### src/design/intel_hex_record_parser_assert.svh
// assertion macros for the parser's top-level rtl
`ifndef INTEL_HEX_RECORD_PARSER_ASSERT_SVH
`define INTEL_HEX_RECORD_PARSER_ASSERT_SVH

// same-cycle implication, checked outside reset
`define IHEX_ASSERT_NOW(label, ante, cons) \
  label: assert property (@(posedge clk) disable iff (rst) (ante) |-> (cons)) \
    else $error("ihex assertion failed");

// next-cycle implication, checked outside reset
`define IHEX_ASSERT_NEXT(label, ante, cons) \
  label: assert property (@(posedge clk) disable iff (rst) (ante) |=> (cons)) \
    else $error("ihex assertion failed");

`endif

### src/design/ihex_pkg.sv
// types and constants of the intel hex record parser
package ihex_pkg;

  localparam int unsigned POS_W = 10;

  localparam logic [POS_W-1:0] POS_MAX      = 10'd1023;
  localparam logic [POS_W-1:0] POS_LEN_END  = 10'd2;
  localparam logic [POS_W-1:0] POS_OFS_END  = 10'd6;
  localparam logic [POS_W-1:0] POS_TYPE_HI  = 10'd7;
  localparam logic [POS_W-1:0] POS_TYPE_LO  = 10'd8;
  localparam logic [POS_W-1:0] POS_MIN_LINE = 10'd9;
  localparam logic [POS_W-1:0] POS_EXT_END  = 10'd12;
  localparam logic [POS_W-1:0] POS_EXT_LINE = 10'd13;

  localparam logic [1:0] KIND_DATA  = 2'd0;
  localparam logic [1:0] KIND_EOF   = 2'd1;
  localparam logic [1:0] KIND_ERROR = 2'd2;

  localparam logic [2:0] ERR_DELIM  = 3'd0;
  localparam logic [2:0] ERR_TYPE   = 3'd1;
  localparam logic [2:0] ERR_EXTOFS = 3'd2;
  localparam logic [2:0] ERR_DIGIT  = 3'd3;
  localparam logic [2:0] ERR_SHORT  = 3'd4;

  localparam logic RK_DATA = 1'b0;
  localparam logic RK_EXT  = 1'b1;

  localparam logic [7:0] CHAR_CR      = 8'h0D;
  localparam logic [7:0] CHAR_LF      = 8'h0A;
  localparam logic [7:0] CHAR_COLON   = 8'h3A;
  localparam logic [7:0] CHAR_SEMI    = 8'h3B;
  localparam logic [7:0] CHAR_0       = 8'h30;
  localparam logic [7:0] CHAR_1       = 8'h31;
  localparam logic [7:0] CHAR_4       = 8'h34;
  localparam logic [7:0] CHAR_9       = 8'h39;
  localparam logic [7:0] CHAR_UPPER_A = 8'h41;
  localparam logic [7:0] CHAR_UPPER_F = 8'h46;
  localparam logic [7:0] CHAR_LOWER_A = 8'h61;
  localparam logic [7:0] CHAR_LOWER_F = 8'h66;

  localparam logic [31:0] UPPER_MASK = 32'hFFFF_0000;

  typedef struct packed {
    logic [7:0] text_char;
    logic       restart;
  } in_item_t;

  typedef struct packed {
    logic [1:0]  kind;
    logic [7:0]  data_byte;
    logic [31:0] byte_address;
    logic        chunk_start;
    logic [2:0]  error_code;
  } out_item_t;

  typedef struct packed {
    logic      valid;
    out_item_t item;
  } result_t;

  typedef struct packed {
    logic       ok;
    logic [3:0] value;
  } hex_digit_t;

endpackage

### src/design/ihex_char_decode.sv
// ascii hex digit decoder
module ihex_char_decode (
  input  logic [7:0]          text_char,
  output ihex_pkg::hex_digit_t digit
);

  logic [7:0] from_0;
  logic [7:0] from_upper;
  logic [7:0] from_lower;

  assign from_0     = text_char - ihex_pkg::CHAR_0;
  assign from_upper = text_char - ihex_pkg::CHAR_UPPER_A + 8'd10;
  assign from_lower = text_char - ihex_pkg::CHAR_LOWER_A + 8'd10;

  always_comb begin
    digit = '0;
    if (text_char inside {[ihex_pkg::CHAR_0:ihex_pkg::CHAR_9]}) begin
      digit.ok    = 1'b1;
      digit.value = from_0[3:0];
    end else if (text_char inside {[ihex_pkg::CHAR_UPPER_A:ihex_pkg::CHAR_UPPER_F]}) begin
      digit.ok    = 1'b1;
      digit.value = from_upper[3:0];
    end else if (text_char inside {[ihex_pkg::CHAR_LOWER_A:ihex_pkg::CHAR_LOWER_F]}) begin
      digit.ok    = 1'b1;
      digit.value = from_lower[3:0];
    end
  end

endmodule

### src/design/ihex_parse_core.sv
// per-character record parsing state and result decision
module ihex_parse_core (
  input  logic               clk,
  input  logic               rst,
  input  logic               accept,
  input  ihex_pkg::in_item_t item,
  output ihex_pkg::result_t  res
);

  ihex_pkg::hex_digit_t dig;

  logic [ihex_pkg::POS_W-1:0] char_position, char_position_next;
  logic [7:0]  record_length, record_length_next;
  logic [15:0] record_offset, record_offset_next;
  logic        record_kind, record_kind_next;
  logic [15:0] upper_address, upper_address_next;
  logic [3:0]  high_nibble, high_nibble_next;
  logic [15:0] field_accumulator, field_accumulator_next;
  logic [7:0]  byte_index, byte_index_next;
  logic        skipping_line, skipping_line_next;
  logic        stopped, stopped_next;
  logic [31:0] next_address, next_address_next;
  logic        next_address_valid, next_address_valid_next;

  // state as seen after an optional restart
  logic [ihex_pkg::POS_W-1:0] pos_e;
  logic [15:0] upper_e;
  logic [7:0]  bidx_e;
  logic        skip_e;
  logic        stopped_e;
  logic        nav_e;
  logic [31:0] na_e;

  logic [15:0] acc_shift;
  logic [31:0] addr;
  logic        is_eol;
  logic        line_short;
  logic        do_emit;
  logic [1:0]  emit_kind;
  logic [2:0]  emit_code;

  ihex_char_decode u_dec (
    .text_char (item.text_char),
    .digit     (dig)
  );

  assign pos_e     = item.restart ? '0 : char_position;
  assign upper_e   = item.restart ? '0 : upper_address;
  assign bidx_e    = item.restart ? '0 : byte_index;
  assign skip_e    = item.restart ? 1'b0 : skipping_line;
  assign stopped_e = item.restart ? 1'b0 : stopped;
  assign nav_e     = item.restart ? 1'b0 : next_address_valid;
  assign na_e      = item.restart ? '0 : next_address;

  assign acc_shift = {field_accumulator[11:0], dig.value};
  assign addr = (({upper_e, 16'h0000}) & ihex_pkg::UPPER_MASK)
              + {16'h0000, record_offset} + {24'h000000, bidx_e};
  assign is_eol = (item.text_char == ihex_pkg::CHAR_CR) ||
                  (item.text_char == ihex_pkg::CHAR_LF);
  assign line_short = (pos_e < ihex_pkg::POS_MIN_LINE) ||
                      (record_kind == ihex_pkg::RK_DATA && bidx_e < record_length) ||
                      (record_kind == ihex_pkg::RK_EXT && pos_e < ihex_pkg::POS_EXT_LINE);

  always_comb begin
    char_position_next      = char_position;
    record_length_next      = record_length;
    record_offset_next      = record_offset;
    record_kind_next        = record_kind;
    upper_address_next      = upper_address;
    high_nibble_next        = high_nibble;
    field_accumulator_next  = field_accumulator;
    byte_index_next         = byte_index;
    skipping_line_next      = skipping_line;
    stopped_next            = stopped;
    next_address_next       = next_address;
    next_address_valid_next = next_address_valid;
    res       = '0;
    do_emit   = 1'b0;
    emit_kind = ihex_pkg::KIND_ERROR;
    emit_code = ihex_pkg::ERR_DELIM;

    if (accept) begin
      char_position_next      = pos_e;
      upper_address_next      = upper_e;
      byte_index_next         = bidx_e;
      skipping_line_next      = skip_e;
      stopped_next            = stopped_e;
      next_address_next       = na_e;
      next_address_valid_next = nav_e;

      if (!stopped_e) begin
        if (is_eol) begin
          if (!skip_e && pos_e != '0 && line_short) begin
            do_emit   = 1'b1;
            emit_code = ihex_pkg::ERR_SHORT;
          end else begin
            char_position_next = '0;
            byte_index_next    = '0;
            skipping_line_next = 1'b0;
          end
        end else if (!skip_e) begin
          char_position_next = (pos_e < ihex_pkg::POS_MAX) ?
                               pos_e + 10'd1 : pos_e;
          if (pos_e == '0) begin
            if (item.text_char == ihex_pkg::CHAR_SEMI) begin
              skipping_line_next = 1'b1;
            end else if (item.text_char != ihex_pkg::CHAR_COLON) begin
              do_emit   = 1'b1;
              emit_code = ihex_pkg::ERR_DELIM;
            end
          end else if (pos_e <= ihex_pkg::POS_OFS_END) begin
            if (!dig.ok) begin
              do_emit   = 1'b1;
              emit_code = ihex_pkg::ERR_DIGIT;
            end else begin
              field_accumulator_next = acc_shift;
              if (pos_e == ihex_pkg::POS_LEN_END) record_length_next = acc_shift[7:0];
              if (pos_e == ihex_pkg::POS_OFS_END) record_offset_next = acc_shift;
            end
          end else if (pos_e == ihex_pkg::POS_TYPE_HI) begin
            // high type digit is not looked at
          end else if (pos_e == ihex_pkg::POS_TYPE_LO) begin
            byte_index_next        = '0;
            field_accumulator_next = '0;
            case (item.text_char)
              ihex_pkg::CHAR_1: begin
                do_emit   = 1'b1;
                emit_kind = ihex_pkg::KIND_EOF;
                emit_code = ihex_pkg::ERR_DELIM;
              end
              ihex_pkg::CHAR_0: begin
                record_kind_next = ihex_pkg::RK_DATA;
              end
              ihex_pkg::CHAR_4: begin
                record_kind_next = ihex_pkg::RK_EXT;
                if (record_offset != 16'h0000) begin
                  do_emit   = 1'b1;
                  emit_code = ihex_pkg::ERR_EXTOFS;
                end
              end
              default: begin
                do_emit   = 1'b1;
                emit_code = ihex_pkg::ERR_TYPE;
              end
            endcase
          end else if (record_kind == ihex_pkg::RK_EXT) begin
            if (pos_e <= ihex_pkg::POS_EXT_END) begin
              if (!dig.ok) begin
                do_emit   = 1'b1;
                emit_code = ihex_pkg::ERR_DIGIT;
              end else begin
                field_accumulator_next = acc_shift;
                if (pos_e == ihex_pkg::POS_EXT_END) upper_address_next = acc_shift;
              end
            end
          end else if (bidx_e < record_length) begin
            if (!dig.ok) begin
              do_emit   = 1'b1;
              emit_code = ihex_pkg::ERR_DIGIT;
            end else if (pos_e[0]) begin
              // odd position: first digit of a payload byte
              high_nibble_next = dig.value;
            end else begin
              res.valid                = 1'b1;
              res.item.kind            = ihex_pkg::KIND_DATA;
              res.item.data_byte       = {high_nibble, dig.value};
              res.item.byte_address    = addr;
              res.item.chunk_start     = !nav_e || (addr != na_e);
              next_address_next        = addr + 32'd1;
              next_address_valid_next  = 1'b1;
              byte_index_next          = bidx_e + 8'd1;
            end
          end
        end
      end

      if (do_emit) begin
        res.valid           = 1'b1;
        res.item.kind       = emit_kind;
        res.item.error_code = (emit_kind == ihex_pkg::KIND_ERROR) ?
                              emit_code : ihex_pkg::ERR_DELIM;
        stopped_next        = 1'b1;
        char_position_next  = '0;
        byte_index_next     = '0;
        skipping_line_next  = 1'b0;
      end
    end
  end

  always_ff @(posedge clk) begin
    if (rst) begin
      char_position      <= '0;
      record_length      <= '0;
      record_offset      <= '0;
      record_kind        <= ihex_pkg::RK_DATA;
      upper_address      <= '0;
      high_nibble        <= '0;
      field_accumulator  <= '0;
      byte_index         <= '0;
      skipping_line      <= 1'b0;
      stopped            <= 1'b0;
      next_address       <= '0;
      next_address_valid <= 1'b0;
    end else begin
      char_position      <= char_position_next;
      record_length      <= record_length_next;
      record_offset      <= record_offset_next;
      record_kind        <= record_kind_next;
      upper_address      <= upper_address_next;
      high_nibble        <= high_nibble_next;
      field_accumulator  <= field_accumulator_next;
      byte_index         <= byte_index_next;
      skipping_line      <= skipping_line_next;
      stopped            <= stopped_next;
      next_address       <= next_address_next;
      next_address_valid <= next_address_valid_next;
    end
  end

endmodule

### src/design/ihex_out_skid.sv
// output register with one skid entry
module ihex_out_skid (
  input  logic                clk,
  input  logic                rst,
  input  ihex_pkg::result_t   res,
  input  logic                rec_stall,
  output logic                rec_valid,
  output ihex_pkg::out_item_t rec_item,
  output logic                skid_full
);

  ihex_pkg::out_item_t skid_item;
  logic                slot_free;

  assign slot_free = !rec_valid || !rec_stall;

  always_ff @(posedge clk) begin
    if (rst) begin
      rec_valid <= 1'b0;
      skid_full <= 1'b0;
    end else if (slot_free) begin
      if (skid_full) begin
        rec_valid <= 1'b1;
        skid_full <= res.valid;
      end else begin
        rec_valid <= res.valid;
      end
    end else if (res.valid) begin
      skid_full <= 1'b1;
    end
  end

  always_ff @(posedge clk) begin
    if (slot_free) begin
      if (skid_full) begin
        rec_item <= skid_item;
        if (res.valid) skid_item <= res.item;
      end else if (res.valid) begin
        rec_item <= res.item;
      end
    end else if (res.valid) begin
      skid_item <= res.item;
    end
  end

endmodule

### src/design/intel_hex_record_parser.sv
// intel hex record parser: streaming character input, data byte / status output
//
// char channel: one ascii character per transfer (char_item.text_char) plus
// restart, which clears the stop condition, upper address, line state and
// chunk tracking before that character is parsed.
// rec channel: zero or one result per character: a data byte with its 32-bit
// address and chunk start flag, an end-of-file mark, or an error code.
// after end of file or an error no further results appear until restart.
// a result is registered in the output register, or in the skid entry under stall.
// throughput: one character per cycle unless char_stall; the parse state updates
// in a single pass of logic between the state registers and the output register.
// stall: the output register plus one skid entry hold results; char_stall
// rises while the skid entry is occupied, so up to two results can wait.
// reset (rst, synchronous): clears parse state and empties the output side.
module intel_hex_record_parser (
  input  logic                clk,
  input  logic                rst,
  input  logic                char_valid,
  output logic                char_stall,
  input  ihex_pkg::in_item_t  char_item,
  output logic                rec_valid,
  input  logic                rec_stall,
  output ihex_pkg::out_item_t rec_item
);

  `include "intel_hex_record_parser_assert.svh"

  ihex_pkg::result_t res;
  logic              accept;
  logic              skid_full;

  assign char_stall = skid_full;
  assign accept     = char_valid && !char_stall;

  ihex_parse_core u_core (
    .clk    (clk),
    .rst    (rst),
    .accept (accept),
    .item   (char_item),
    .res    (res)
  );

  ihex_out_skid u_out (
    .clk       (clk),
    .rst       (rst),
    .res       (res),
    .rec_stall (rec_stall),
    .rec_valid (rec_valid),
    .rec_item  (rec_item),
    .skid_full (skid_full)
  );

  `IHEX_ASSERT_NOW(a_skid_behind_out, skid_full, rec_valid)
  `IHEX_ASSERT_NOW(a_no_result_when_full, res.valid, !skid_full)
  `IHEX_ASSERT_NOW(a_status_fields_clear,
    rec_valid && rec_item.kind != ihex_pkg::KIND_DATA,
    rec_item.byte_address == 32'h0 && rec_item.data_byte == 8'h00 && !rec_item.chunk_start)
  `IHEX_ASSERT_NOW(a_result_needs_accept, !accept, !res.valid)
  `IHEX_ASSERT_NEXT(a_stalled_result_holds, rec_valid && rec_stall,
    rec_valid && $stable(rec_item))

endmodule

### config.mk
export PLATFORM = sky130hd
export DESIGN_NAME = intel_hex_record_parser
export DESIGN_NICKNAME = d
export VERILOG_FILES = /design/src/design/ihex_pkg.sv /design/src/design/ihex_char_decode.sv /design/src/design/ihex_parse_core.sv /design/src/design/ihex_out_skid.sv /design/src/design/intel_hex_record_parser.sv
export VERILOG_INCLUDE_DIRS = /design/src /design/src/design
export SDC_FILE = /design/constraint.sdc
export NUM_CORES = 1
export LEC_CHECK = 0
export BUFFER_PORTS_ARGS = -buffer_cell sky130_fd_sc_hd__buf_2
export CAP_MARGIN = 30
export CORE_ASPECT_RATIO = 1.5
export CORE_MARGIN = 2
export CORE_UTILIZATION = 60
export CTS_BUF_LIST = sky130_fd_sc_hd__clkbuf_4 sky130_fd_sc_hd__clkbuf_8 sky130_fd_sc_hd__clkbuf_16
export DETAILED_ROUTE_END_ITERATION = 7
export PLACE_DENSITY = 0.78
export SETUP_SLACK_MARGIN = 0.05
export SYNTH_ARGS = -nofsm -noshare
export SYNTH_HDL_FRONTEND = slang
export SYNTH_SLANG_ARGS = --single-unit
### constraint.sdc
create_clock -name clk -period 8.2 [get_ports clk]
set_input_delay 1.64 -clock clk [delete_from_list [all_inputs] [get_ports clk]]
set_output_delay 1.64 -clock clk [all_outputs]
set_load 0.005 [all_outputs]
==> results.md <==
- Hold buffer count at CTS: 0
- Full die area: 21500 um2
- Post-synthesis register bit count: 204
- Clk root buf: clkbuf_16
- Rel. slew slack: 29.6%
- Num CTS Buffers: 19
- Synth area leaders: edfxtp_1 23%, dfxtp_1 18%, nor2_1 6.0%
- Simple-gate share of the synthesized area: 23.6%
- Vias: 10768
- Min-Delay Path Class: flop to flop
- Outcome: completed
- DRT iter0 DRCs: 1135
- Synth Area in XOR/XNOR: 5.82%
- Sequential share of the synthesized area: 41.0%
- H-Tree Depth: 1
- R2R cell count: 14
- Via-to-Cell Ratio: 6.58
- CTS tree: built
- Yosys cell types: 100
- Setup TNS: 0 ns
- Largest net degree at the start of global routing: 67
- Met3 WL post-DR: 2310 um
- Post-route ant nets: 0
- R2R setup slack: 3.38 ns
- Synth Warn #: 0
- Setup crit end kind: flop
- Lkg Pwr: 5.15 nW
- RR Startpoint: u_core.byte_index[1]
- Top Metal Used: met4
- Final WL: 36400 um
- # nets final: 1397
- Largest area contributor in the netlist: edfxtp_1
- Syn Area/Cell: 9.03 um2
- Die height: 179 um
- # resized after CTS: 0
- Vias in the first global route: 10412
- # rows: 63
- End of the critical path: u_core.next_address[26]
- Power Density: 156 nW/um2
- GRT Total Usage: 34.0%
- Setup crit start kind: primary input
- Top cell type's share of synthesized area: 22.7%
- CTS max path bufs: 3
- RSZ-0062 raised after global routing: no
- CP Class: primary input to flop
- Io pins: 61
- GP Congestion: 0.979
- Syn Nets: 1383
- Crit path from: char_item[0]
- Max-slew violation count: 0
- Layout Area Growth over Synthesis: 8.15%
- Ys flop type: dfxtp_1
- Initial antenna violation count: 0
- Metal2 WL: 17700 um
- Storage element area: 5000 um2
- Max VDD drop: 0.162 mV
- Max-cap viol count: 0
- Adder-Cell Fraction of Synth Area: 2.05%
- Most frequent cells after synthesis: 196 x nor2_1, 112 x dfxtp_1, 92 x edfxtp_1, 92 x nand2_1, 64 x a21oi_1
- Compound-cell area share of the yosys netlist: 19.1%
- GR Overflow Total: 0
- Mapped Cells: 1350
- Layout fillers: 1652
- Post-CTS Setup Repair Bufs: 0
- End of the worst register-to-register path: u_out.rec_item[30]
- First-pass GRT wire length: 57700 um
- Final hold violations: 0
- Die width: 120 um
- EDFF count, synth: 92
- Period minus WS final: 6.52 ns
- FFs w/ async S/R, synth: 0%
- N_diodes: 0
- Finish-stage setup viols: 0
- Largest family of logic cells by synthesized area: simple AND/OR/NAND/NOR gates
- DR pass1 iterations: 5
- DRC violations left: 0
- Worst-path clk slew: 0.07 ns
- Final period util: 79.5%
- Multi-input combinational cell area: 6730 um2
- Worst EP required: 8.54 ns
- Worst-margin pin slew: 1.05 ns
- Worst hold slack: 0.466 ns
- Worst-path fanout max: 40
- Multiplexer share of the synthesized area: 4.42%
- PortBufs: 60
- Highest Clock Rate: 0.153 GHz
- Cell area after synthesis: 12200 um2
- Drt wl/cell: 22.3 um
- Clk_lat worst skew: 0.49 ns
- Clock skew: 0.0129 ns
- CTS Sinks: 204
- Total Power: 2.06 mW
- CORE AREA: 19900 um2
- Starting Density: 61.4%
- Hpwl dp: 26800 um
- Layout cells sized above 1: 11.3%
- Met1 wire length: 13800 um
- Dominant cell by count in the synthesized netlist: nor2_1
- Worst Path Arrival: 6.86 ns
## cells in the final DEF (no fill, tap or decap), types with 6 or more instances in the layout
master,n
nor2_1,196
dfxtp_1,112
nand2_1,92
edfxtp_1,92
a21oi_1,62
buf_2,62
a21o_1,52
mux2i_1,49
nor3_1,45
nand3_1,41
o21ai_0,40
a22oi_1,40
xnor2_1,38
xor2_1,34
and2_1,30
inv_1,28
nor2b_1,25
nor4_1,21
ha_1,20
clkbuf_16,19
nand4_1,18
a211oi_1,16
buf_4,16
and3_1,11
o211ai_1,10
nand3b_1,10
nand2b_1,9
or2_2,9
or3_1,9
a31oi_1,9
a22o_1,7
and4_1,7
o2111ai_1,6
o21ai_1,6
## critical path, stage by stage
cell and delay, ns:
buf_2 0.61, inv_2 0.47, nand2_1 0.22, inv_1 0.10, ha_1 0.41, nand4_1 0.19
or4_4 0.58, o41ai_4 0.52, mux2_4 0.38, nor4_2 0.43, nand2_1 0.20, or3_4 0.47
nor2_1 0.14, xor2_1 0.30, a311oi_1 0.14
## power breakdown
group	internal [mW]	switching [mW]
Clock	0.481	0.380
Sequential	1.09	0.00859
Combinational	0.0317	0.0771
Total	1.60	0.465
## registers in the layout, summed over array words and instances (netlist names)
signal	flops
u_core.skipping_line	1
u_core.next_address	32
u_core.upper_address	16
u_core.next_address_valid	1
u_core.record_length	8
u_core.record_kind	1
u_out.skid_item	46
u_out.rec_valid	1
u_core.byte_index	8
u_core.stopped	1
u_core.high_nibble	4
u_core.record_offset	16
u_core.field_accumulator	12
u_out.rec_item	46
u_out.skid_full	1
u_core.char_position	10
## through the flow
step	utilization [%]	std cells	area, um2	worst slack (ns)
2_1_floorplan	-	1350	12200	0.489
3_3_place_gp	63.3	1600	12600	1.40
3_5_place_dp	63.4	1603	12600	1.26
4_1_cts	66.4	1636	13200	1.76
5_1_grt	66.4	1636	13200	1.39
6_report	66.4	1636	13200	1.68
## worst min path at each step
stage                               from                         to  slack [ns]  depth (start not counted)
2_1_floorplan  u_core.next_address_valid  u_core.next_address_valid        0.43                          2
3_3_place_gp     u_core.next_address[29]    u_core.next_address[29]        0.45                          2
3_5_place_dp        u_core.byte_index[7]       u_core.byte_index[7]        0.46                          2
4_1_cts             u_core.byte_index[7]       u_core.byte_index[7]        0.46                          2
5_1_grt        u_core.next_address_valid  u_core.next_address_valid        0.50                          2
6_report            u_core.byte_index[6]       u_core.byte_index[6]        0.47                          2
## area by class of cell
cell class | count | share of cell area [%]
clock buffers | 23 | 3.93
clock inverters | 10 | 0.569
inverters | 29 | 0.825
multi-input cells | 1032 | 51.0
flip-flops and latches | 204 | 37.9
well taps | 260 | 2.47
repair buffers | 78 | 3.26
## kinds of logic after synthesis
kind of cell | Yosys count
AND/OR/NAND/NOR | 563
multiplexers | 53
buffers and inverters | 114
XOR/XNOR | 76
AO/OA/AOI/OAI | 320
adder cells (fa/ha/maj) | 20
flip-flops | 204
## per-layer routing
layer | track usage (%) | vias to the layer above
li1 | - | 4987
met1 | 40.5 | 5111
met2 | 57.6 | 513
met3 | 4.35 | 157
met4 | 21.5 | 0
met5 | 0 | -
No activity file was read; power rests on OpenSTA's default activity.
